[src/sv/tsq_mul.sv]
`timescale 1ns / 1ps
`default_nettype none
// ---------------------------------------------------------------------------
// tsq_mul: shared signed multiplier
// 32x32 signed multiply with the product registered.
// ---------------------------------------------------------------------------
module tsq_mul (
	input  wire logic               clk,
	input  wire logic signed [31:0] a,
	input  wire logic signed [31:0] b,
	output logic signed [63:0]      p
);

	// product registered from the operands
	always_ff @(posedge clk) begin
		p <= a * b;
	end

endmodule
`default_nettype wire

[config.mk]
export PLATFORM = sky130hd
export DESIGN_NAME = tsq_mul
export DESIGN_NICKNAME = d
export VERILOG_FILES = /design/src/sv/tsq_mul.sv
export SDC_FILE = /design/constraint.sdc
export NUM_CORES = 2
export LEC_CHECK = 0
export BUFFER_PORTS_ARGS = -buffer_cell sky130_fd_sc_hd__buf_4
export CORE_MARGIN = 2
export CORE_UTILIZATION = 50
export DETAILED_ROUTE_END_ITERATION = 10
export PLACE_DENSITY = 0.66
export SETUP_SLACK_MARGIN = 0.3
export SLEW_MARGIN = 40
export SYNTH_ARGS = -nofsm -noshare
export SYNTH_HDL_FRONTEND = slang
export SYNTH_SLANG_ARGS = --single-unit
export TNS_END_PERCENT = 100
[constraint.sdc]
create_clock -name clk -period 13.1 [get_ports clk]
set_input_delay 1.965 -clock clk [delete_from_list [all_inputs] [get_ports clk]]
set_output_delay 1.965 -clock clk [all_outputs]
set_load 0.1 [all_outputs]
# Word-level counts from Yosys, hierarchy flattened
# Cells that the tools add are included.
totals:
  ff_bits: 64
  wordCells: 2
  out_inout_bits: 64
  in_bits: 65
op_classes:
  n_mul: 1
op_table:
  columns: ["operator", "n"]
  rows:
  - ["$mul 32x32->64", 1]

# Logic depth before layout (Yosys ltp)
logic_depth:
  ltp_word: 1
  ltp_mapped: 28
  mapped_depth_nobuf: 27

# Worst setup path before layout
# OpenSTA, ideal clock, no wires.
synth_timing:
  kind: "input-to-reg"
  startpoint: "input port b[2]"
  endpoint: "register p[62]"
  cell_stages: 24
  path_slack_ns: 3.874
  setup_ns: 0.072
  path_buffers: 1
  arrival_time_ns: 9.154
  t_required_ns: 13.028
  path_cell_list: "clkbuf_1 -> nand2_1 -> inv_1 -> fa_1 -> fa_1 -> fa_1 -> fa_1 -> inv_1 -> fa_1 -> inv_1 -> fa_1 -> inv_1 -> fa_1 -> inv_1 -> fa_1 -> ha_1 -> and3_1 -> nand2_1 -> or3_1 -> o22a_1 -> o211ai_1 -> a31oi_1 -> o31ai_1 -> xor2_1"
synth_between:
  elab_chain_len: 1
synth_rtl:
  columns: ["element", "line", "rtl"]
  rows:
  - ["start: declaration", "10", "input wire logic signed [31:0] b,"]
  - ["$mul 32x32->64", "16", "p <= a * b;"]
  - ["end signal: assignment", "16", null]
  - ["end: declaration", "11", "output logic signed [63:0] p"]
# No other way between the ends.

# Worst setup path in the final report
layout_timing:
  startpoint: "input port b[2]"
  endpoint: "register p[60]"
# Same word-level chain as after synthesis.

==> metrics.cfg <==
[outcome]
status = finished clean

[synth]
syn_area_per_cell_um2 = 9.59
synth_edf_count = 0
synth.area.mux_share_pct = 0
synth_compound_gate_area_share_pct = 3.46
synth-xor-area-share_pct = 1.76
synth_cell_types = 63
synth_fa_ha_area_share_pct = 64.3
synth_top_area_share_pct = 58.2
synthFlopType = dfxtp_1
ys_top_cells_by_count = fa_1 (1082), inv_1 (952), and2_1 (516)
yosysTopAreaCell = fa_1
synth_top_family_by_area = adder cells
ys_ff_latch = 64
syn_inst = 3884
synth_most_common_cell = fa_1
yosysWarnings = 0
ys_seq_area_share_pct = 3.44
yosys.area_share.simple_pct = 15.4
synth_area_um2 = 37200
synth_area_leaders = fa_1 (58%), inv_1 (9.6%), and2_1 (8.7%)
synthArstFlopShare_pct = 0
syn_nets = 5215

[global_routing]
grt_max_degree = 33
grtUsageTotal_pct = 27.6
grt.overflow.total = 0
grt_pass1_wl_um = 162000
antenna_found_initial = 4
grt_pass1_vias = 28900

[critical_path]
critPathMaxFanout = 32
crit_type = in -> reg
start_kind = primary input
critical_path.top_delay_family = adder cells
crit_path_frequent_cell = fa_1
required_ps = 13430
path_buf_inv = 4
arrival_ps = 10340
critical-path-max-stage-delay_ps = 990
end_kind = register
path_cells = buf_4, nand2_1, inv_1, fa_1, fa_1, fa_1, fa_1, fa_1, fa_1, fa_1, inv_1, fa_1, inv_1, ha_1, a21o_1, a31oi_1, nor2_1, a2111oi_2, o22a_1, o211ai_1, a2111oi_1, o21bai_1, a21oi_1, xnor2_1
worst_path_max_delay_cell = fa_1

[timing]
finalHoldViolCount = 0
min_period_over_period_pct = 76.5
setup_viol = 0
rsz0062_at_grt = false
worst_pin_slew_ps = 752
slew_violations = 0
maxSlewHeadroom_pct = 49.8
min_period_ps = 10020
max_freq_mhz = 99.8
fin_tns_setup_ps = 0

[placement]
io_buffer_count = 128
gp_congestion = 0.904
place.detailed.hpwl_um = 78300
place_area_um2 = 38700

[clocking]
cts_setup_buffers = 0
ctsHoldBuffers = 0
h-tree-depth = 3
cts.sinks = 64
cts_resized = 0
path_clk_slew_ps = 70
max-clock-path-buffers = 2
cts_buffers = 9
cts_tree = done
cts-root-buf = clkbuf_16

[cells_and_area]
multi_input_area_um2 = 31600
top_register = p
design_area_um2 = 39000
num_antenna_cells = 0
fin_nets = 5158
drive_gt1_share_pct = 4.44
syn_to_final_growth_pct = 4.72
seqCellArea_um2 = 1280
fill_cells = 6811
largest_register_ffs = 64
top_regs = p: 64 flops

[die]
core_um2 = 74100
initial_core_util_pct = 50.3
rows = 100
die_y_um = 277
dieWidth_um = 277
die_area_um2 = 76700
num_io_pins = 129

[routing]
first_pass_iters = 7
vias_per_cell = 5.32
avgRoutedWirePerCell_um = 20.5
post-route-drc-count = 0
vias = 25500
wl_um = 98300
final_antenna_net_count = 0
drtIter0Drc = 1285

[hold_path]
hp-class = in -> reg

[run]
max_cap_violations = 0

[cells in the final DEF, fill, tap and decap left out, types with 4 or more instances in the layout]
master,instances
fa_1,1082
inv_1,951
and2_1,516
nand2_1,511
ha_1,184
buf_4,132
a21oi_1,68
dfxtp_1,64
xnor2_1,53
nor2_1,42
o21ai_0,28
a21o_1,23
xor2_1,22
nand3_1,15
o21bai_1,15
a31oi_1,12
nand2b_1,9
clkbuf_16,9
nand4_1,7
and3_1,7
nor3_1,6
o31ai_1,6
a211oi_1,4
o21a_1,4
or3_1,4
[per-stage QoR]
stage	setup WS [ps]	std cells	utilization (%)	hold WS, ps
5_1_grt	2680	4801	52.7	2050
4_1_cts	3160	4801	52.7	2030
3_5_place_dp	2760	4785	52.2	2450
6_report	3080	4801	52.7	2040
2_1_floorplan	3870	3884	-	2090
3_3_place_gp	2880	4784	52.2	2450
[per-layer routing]
layer	track usage [%]	wire (µm)	share of wire [%]
met5	0	13	0.013
met4	11.6	4570	4.6
met3	4.04	6300	6.4
met2	46.4	48600	49
met1	35.9	38900	40
[final cells by class]
cell class                      instances  share of cell area (%)
Tap cell                              969                    3.11
Inverter                              952                    9.16
Timing Repair Buffer                  132                    2.54
Sequential cell                        64                    3.29
Clock inverter                          3                   0.103
Multi-Input combinational cell       2668                    81.1
Clock buffer                           13                   0.667
[kinds of logic after synthesis]
| family | Yosys count |
|---|---|
| AO/OA/AOI/OAI | 193 |
| flip-flops | 64 |
| adder cells (fa/ha/maj) | 1266 |
| XOR/XNOR | 75 |
| AND/OR/NAND/NOR | 1134 |
| buffers and inverters | 1152 |
[final timing paths]
check	start	end	slack, ps	cells past startpoint
min	a[0]	p[0]	2040	2
max	b[2]	p[60]	3080	24
Power is left out: the tool's default activity adds up to more than one toggle a clock period on the data nets, which glitch-free logic cannot reach.
