===== src/sv/tsq_pkg.sv =====
`timescale 1ns / 1ps
`default_nettype none
// ---------------------------------------------------------------------------
// tsq_pkg: shared types and constants for tilt steering
// Sequencer states, unit request bundles, register indexes, CORDIC angle
// table and the elaboration-time builder for the smoothing coefficient table.
// ---------------------------------------------------------------------------
package tsq_pkg;

	typedef enum logic [3:0] {
		ST_IDLE,
		ST_MUL,
		ST_PREP,
		ST_CORD1,
		ST_GAIN,
		ST_GAINW,
		ST_CORD2,
		ST_APPLY,
		ST_DIV,
		ST_ALPHA,
		ST_ALPHAW,
		ST_FILTM,
		ST_FILTW,
		ST_DONE
	} state_t;

	// Start request for the shared CORDIC vectoring unit
	typedef struct packed {
		logic               start;
		logic signed [31:0] x;
		logic signed [31:0] y;
	} cord_req_t;

	// Start request for the iterative divider
	typedef struct packed {
		logic        start;
		logic [13:0] num;
		logic [13:0] den;
	} div_req_t;

	localparam logic OP_UPDATE  = 1'b0;
	localparam logic OP_CAPTURE = 1'b1;

	localparam logic [1:0] REG_ENABLE     = 2'd0;
	localparam logic [1:0] REG_INVERT     = 2'd1;
	localparam logic [1:0] REG_DEADZONE   = 2'd2;
	localparam logic [1:0] REG_FULL_SCALE = 2'd3;

	localparam logic [13:0] FULL_SCALE_RESET = 14'd1920;

	localparam int DIV_STEPS = 22;
	localparam int ATAN_N    = 24;

	localparam logic [31:0] INV_GAIN_Q30 = 32'd652032874;

	// atan(2^-i) in 2^-22 degree
	localparam logic [28:0] ATAN_DEG22 [ATAN_N] = '{
		29'd188743680, 29'd111421900, 29'd58872272, 29'd29884485,
		29'd15000234,  29'd7507429,   29'd3754631,  29'd1877430,
		29'd938729,    29'd469366,    29'd234683,   29'd117342,
		29'd58671,     29'd29335,     29'd14668,    29'd7334,
		29'd3667,      29'd1833,      29'd917,      29'd458,
		29'd229,       29'd115,       29'd57,       29'd29
	};

	localparam logic signed [15:0] ROLL_LIMIT = 16'sd5760;
	localparam logic signed [15:0] HALF_TURN  = 16'sd11520;
	localparam logic signed [15:0] FULL_TURN  = 16'sd23040;
	localparam logic signed [25:0] UNIT_Q22   = 26'sd4194304;
	localparam logic signed [18:0] STEER_MAX  = 19'sd32767;

	// 1 - ef^k in Q30 by repeated rounded multiplication
	function automatic logic [30:0] alpha_entry(longint ef, int k);
		longint e;
		e = longint'(1) <<< 30;
		for (int i = 0; i < k; i++) begin
			e = (e * ef + (longint'(1) <<< 29)) >>> 30;
		end
		return 31'((longint'(1) <<< 30) - e);
	endfunction

endpackage
`default_nettype wire


===== src/sv/tsq_div.sv =====
`timescale 1ns / 1ps
`default_nettype none
// ---------------------------------------------------------------------------
// tsq_div: restoring divider, one quotient bit per cycle
// Computes (num * 2^22 + den/2) / den for num < den.
// ---------------------------------------------------------------------------
module tsq_div (
	input  wire logic               clk,
	input  wire logic               arst_n,
	input  wire tsq_pkg::div_req_t  req,
	output logic                    done,
	output logic [21:0]             quot
);

	logic [4:0]  cnt_q;
	logic        busy_q;
	logic        done_q;
	logic [13:0] rem_q;
	logic [13:0] den_q;
	logic [21:0] low_q;
	logic [21:0] quot_q;
	logic [14:0] trial;
	logic        ge;
	logic [13:0] nrem;

	// one compare and subtract
	always_comb begin
		trial = {rem_q, low_q[21]};
		ge    = trial >= {1'b0, den_q};
		nrem  = ge ? 14'(trial - {1'b0, den_q}) : trial[13:0];
	end

	// bit counter
	always_ff @(posedge clk or negedge arst_n) begin
		if (!arst_n) begin
			cnt_q  <= '0;
			busy_q <= 1'b0;
			done_q <= 1'b0;
		end else begin
			done_q <= 1'b0;
			if (req.start) begin
				cnt_q  <= '0;
				busy_q <= 1'b1;
			end else if (busy_q) begin
				cnt_q <= cnt_q + 1'b1;
				if (cnt_q == 5'(tsq_pkg::DIV_STEPS - 1)) begin
					busy_q <= 1'b0;
					done_q <= 1'b1;
				end
			end
		end
	end

	// remainder and quotient
	always_ff @(posedge clk) begin
		if (req.start) begin
			rem_q <= req.num;
			den_q <= req.den;
			low_q <= {9'd0, req.den[13:1]};
		end else if (busy_q) begin
			rem_q  <= nrem;
			low_q  <= {low_q[20:0], 1'b0};
			quot_q <= {quot_q[20:0], ge};
		end
	end

	assign done = done_q;
	assign quot = quot_q;

endmodule
`default_nettype wire


===== config.mk =====
export PLATFORM = sky130hd
export DESIGN_NAME = tsq_div
export DESIGN_NICKNAME = d
export VERILOG_FILES = /design/src/sv/tsq_pkg.sv /design/src/sv/tsq_div.sv
export SDC_FILE = /design/constraint.sdc
export NUM_CORES = 1
export LEC_CHECK = 0
export ABC_AREA = 1
export ABC_CLOCK_PERIOD_IN_PS = 2600
export BUFFER_PORTS_ARGS = -buffer_cell sky130_fd_sc_hd__buf_4
export CELL_PAD_IN_SITES_DETAIL_PLACEMENT = 1
export CELL_PAD_IN_SITES_GLOBAL_PLACEMENT = 2
export CORE_ASPECT_RATIO = 0.5
export CORE_MARGIN = 2
export CORE_UTILIZATION = 36
export DETAILED_ROUTE_END_ITERATION = 12
export PLACE_DENSITY_LB_ADDON = 0.1
export SYNTH_ARGS = -nofsm -noshare
export SYNTH_HDL_FRONTEND = slang
export SYNTH_SLANG_ARGS = --single-unit

===== constraint.sdc =====
create_clock -name clk -period 2.6 [get_ports clk]
set_input_delay 0.39 -clock clk [delete_from_list [all_inputs] [get_ports clk]]
set_output_delay 0.39 -clock clk [all_outputs]
set_load 0.02 [all_outputs]

== After elaboration in Yosys (flattened, before gate mapping) ==
Cells that the tools add are included.
Widths: inputs -> output; s select.
Storage, ports and cells
  bits of input ports: 31
  bits in registers: 79
  logic and storage cells: 28
  output and inout bits: 23
Cells by class
  bitwise logic cells: 1
  multiplexer cells: 13
  magnitude comparators: 1
  equality and inequality tests: 1
  add/sub/neg operators: 2
  reduce and logical (&&, ||, !) cells: 2
Operators by type and width (number)
  $mux 14: 3
  $mux 13: 2
  $ge 15x14->1: 1
  $sub 14x14->14: 1
  $mux 5: 2
  $mux 1: 6
  $add 5x1->5 const B: 1
  $eq 5x5->1 const B: 1
  $reduce_and 2->1: 1
  $reduce_bool 2->1: 1
  $not 1->1: 1

== Longest topological paths before layout ==
  word-level depth: 4
  mapped depth: 15
  depth with buffers taken out: 14

== Least setup slack after synthesis ==
OpenSTA, ideal clock, no wires.
  path kind: input to register
  start: in req[28] in the netlist's numbering
  end: reg cnt_q[1]
  data arrival time: 2229 ps
  required time: 2501 ps
  path slack: 272 ps
  buffers on the path: 1
  setup time: 99 ps
  stages on the path: 4
  path through: buf_6 -> nor2_1 -> clkinv_1 -> o22ai_1
Between the ends
  word-level cells in the longest chain between the ends: 1
  elaborated cells on any way between the ends: 2
  classes of those cells: mux: 1; reduce/logical: 1
RTL lines
  from (decl): line tsq_div.sv:10  | input wire tsq_pkg::div_req_t req,
  $mux 5 / $reduce_bool 2->1 (equally long branches)
  to (signal assigned): line tsq_div.sv:45  | cnt_q <= cnt_q + 1'b1;
  to (decl): line tsq_div.sv:15  | logic [4:0] cnt_q;
Parallel ways exist; a longest one is shown, timed or not.
A chain may end at the register's enable or synchronous reset.

== Worst setup path in the final report ==
  start: reg rem_q[8]
  end: reg rem_q[1], data pin
Between the ends
  word-level cells in the longest chain between the ends: 4
RTL lines
  from (decl): line tsq_div.sv:18  | logic [13:0] rem_q;
  from (signal assigned): line tsq_div.sv:57  | rem_q <= req.num;
  from (signal assigned): line tsq_div.sv:61  | rem_q <= nrem;
  $ge 15x14->1: line tsq_div.sv:29  | ge = trial >= {1'b0, den_q};
  $mux 14: line tsq_div.sv:30  | nrem = ge ? 14'(trial - {1'b0, den_q}) : trial[13:0];
  $mux 14: line tsq_div.sv:60  | end else if (busy_q) begin
  $mux 14: line tsq_div.sv:56  | if (req.start) begin
No other way between the ends. The select of a mux whose other input is x is not followed.

==> flow_metrics.tcl <==
set metrics [dict create \
    status "finished clean" \
    antenna_cells 0 \
    worstMarginPinSlew_ps 472 \
    cts-htree-levels 3 \
    path_delay_family "simple AND/OR/NAND/NOR gates" \
    drc 0 \
    layout.nets 529 \
    syn_area_sq_mm 0.00393 \
    worstSkewPairLatency_ps 340 \
    startpoint_type "flip-flop" \
    clk_path_buf_depth 2 \
    critical_path_class "reg2reg" \
    hold_depth 1 \
    grt_max_degree 37 \
    cts.sinks 79 \
    portBuffers 53 \
    worstReg2RegStart "rem_q[8]$_DFFE_PP_" \
    startpoint "rem_q[8]$_DFFE_PP_" \
    grt_overflow 0 \
    reg2regPathDepth 9 \
    hpwlAfterDp_microns 7050 \
    crit_arrival_ps 2530 \
    die_x_microns 152 \
    clkTransAtPathRegs_ps 60 \
    gp_congestion 0.825 \
    setup_violations 0 \
    p_per_area_mw_per_mm2 956 \
    yosysMostFrequentCell "nand2_1" \
    yosysTopAreaCell "edfxtp_1" \
    rows 26 \
    cpMostUsedCell "nand2_1" \
    r2r_end "rem_q[1]$_DFFE_PP_" \
    cpPeakStageDelay_ps 400 \
    cts_tree "built" \
    crit_required_ps 2690 \
    period_needed_ps 2440 \
    syn_inst 419 \
    vias 2994 \
    root_buffer "clkbuf_16" \
    power.leakage_nw 2.23 \
    totalWireLength_microns 9530 \
    post_drt_wl_per_cell_microns 15.2 \
    synthToLayoutAreaGrowth_pct 22.4 \
    cp.depth 9 \
    synthFlopType "edfxtp_1" \
    end_kind "flip-flop" \
    grt.total_usage_pct 17.1 \
    io_pins 54 \
    synth_top_area_share_pct 48.1 \
    fmax_ghz 0.410 \
    path_buf_inv 1 \
    post_cts_resized 0 \
    rsz0062_at_grt "no" \
    path_cells "ha_1, nand2_1, inv_1, nand2_1, nand2_1, a21oi_2, nand3_2, nor2_1, o21ai_1" \
    drive_gt1_share_pct 19.1 \
    syn_nets 467 \
    ys_warn_count 0 \
    total_power_mw 4.60 \
    ant_nets 0 \
    post_cts_buffers 0 \
    ys_types 35 \
    initial_utilization_pct 37.8 \
    ff2ff_setup_slack_ps 160 \
    ys_seq_area_share_pct 57.1 \
    synth_edf_count 63 \
    hold_violations 0 \
    grt_pass1_wl_microns 15700 \
    async_flop_share_pct 8.86 \
    cp_slowest_cell "edfxtp_1" \
    grt_pass1_vias 3083 \
    slew_viol_final 0 \
    finalClockSkew_ps 12.0 \
    synth_area_per_cell_sq_um 9.39 \
    viasPerCell 4.78 \
    finalCritPeriodShare_pct 93.7 \
    fp.dieH_microns 77.9 \
    drtPass1Iterations 4 \
    ys_ff_latch 79 \
    synthTopCellsByCount "nand2_1 (138), edfxtp_1 (63), inv_1 (58)" \
    drt-initial-drc-count 134 \
    drv_cap 0 \
    tns_ps 0 \
    cts_buffers 9 \
    min_path_type "in2reg" \
    antenna_found_initial 0 \
    yosys-top-cells-area "edfxtp_1 (48%), nand2_1 (13%), inv_1 (5.5%)" \
    cp_max_fo 13 \
    maxSlewHeadroom_pct 68.5 \
    cp-endpoint "rem_q[1]$_DFFE_PP_" \
    fp.coreArea_sq_mm 0.0104 \
    dieArea_sq_mm 0.0118 \
    peakVddDrop_mv 0.377 \
]
[per-layer routing]
layer	up-vias	part of all wire (%)	global-route usage, %
met5	-	0	0
met4	0	1.3	4.49
met3	14	4.9	4.47
met2	51	42	26.0
met1	1427	52	24.2
li1	1502	-	-
[where the power goes]
part	switching [mW]	internal (mW)	total [mW]
sequential	0.101	1.58	1.69
combinational	1.06	0.581	1.65
clock	0.523	0.749	1.27
total	1.69	2.91	4.60
[cells in the final DEF, fill, tap and decap left out, types with 5 or more instances in the layout]
cell type	netlist	final
inv_1	58	58
dfxtp_1	9	9
nand2_1	138	138
ha_1	16	16
a21oi_1	8	8
o22ai_1	9	9
clkbuf_16	0	9
nand3_1	22	22
edfxtp_1	63	63
nor3_1	5	5
nand4_1	8	8
buf_4	0	57
o21ai_1	7	7
nor2_2	8	9
dfrtp_1	7	7
nor2_1	26	25
[area by class of cell]
| cell class | count | area [sq um] |
|---|---|---|
| Timing Repair Buffer | 59 | 458 |
| Tap cell | 140 | 175 |
| Inverter | 59 | 221 |
| Sequential cell | 79 | 2250 |
| Clock buffer | 10 | 229 |
| Clock inverter | 6 | 67.6 |
| Fill cell | 1216 | 5590 |
| Multi-Input combinational cell | 273 | 1420 |
[worst register-to-register path: cells and delay by family, from the launching register on]
family          cells  cell delay (ps)
buf+inv             1               60
compound gates      2              390
flops               1              400
fa+ha+maj           1              400
simple gates        5              940
[metrics by stage]
stage	worst slack, ps	std cells	cell area (sq um)	utilization (%)	hold WS (ps)
2_1_floorplan	272	419	3930	-	94.4
3_3_place_gp	274	608	4500	43.2	205
3_5_place_dp	225	608	4500	43.2	208
4_1_cts	196	625	4810	46.2	216
5_1_grt	10.2	626	4820	46.3	221
6_report	163	626	4820	46.3	229
[registers in the layout, indices dropped and copies added (netlist names)]
| name | count |
|---|---|
| den_q | 14 |
| done | 1 |
| low_q | 22 |
| cnt_q | 5 |
| quot | 22 |
| busy_q | 1 |
| rem_q | 14 |
[how the worst min path moves through the flow]
stage	startpoint	slack [ps]	end
after floorplan	arst_n	90	busy_q$_DFF_PN0_
after global placement	arst_n	210	done$_DFF_PN0_
after detailed placement	arst_n	210	done$_DFF_PN0_
after CTS	req[0]	220	den_q[0]$_DFFE_PP_
after global routing	req[0]	220	den_q[0]$_DFFE_PP_
final	req[0]	230	den_q[0]$_DFFE_PP_
[what timing repair did]
item                                    4_1_cts  5_1_grt
endpoints found under the hold margin         7        0
endpoints found under the setup margin        0        3
hold buffers                                  1        0
[kinds of logic after synthesis]
| kind of cell | share of synthesized area (%) |
|---|---|
| AOI/OAI and AO/OA | 4.68 |
| xor gates and xnor gates | 1.11 |
| adders and majority gates | 5.60 |
| buffers and inverters | 7.16 |
| DFF | 57.1 |
| and+or+nand+nor | 24.3 |
(Power assumes the default switching activity.)
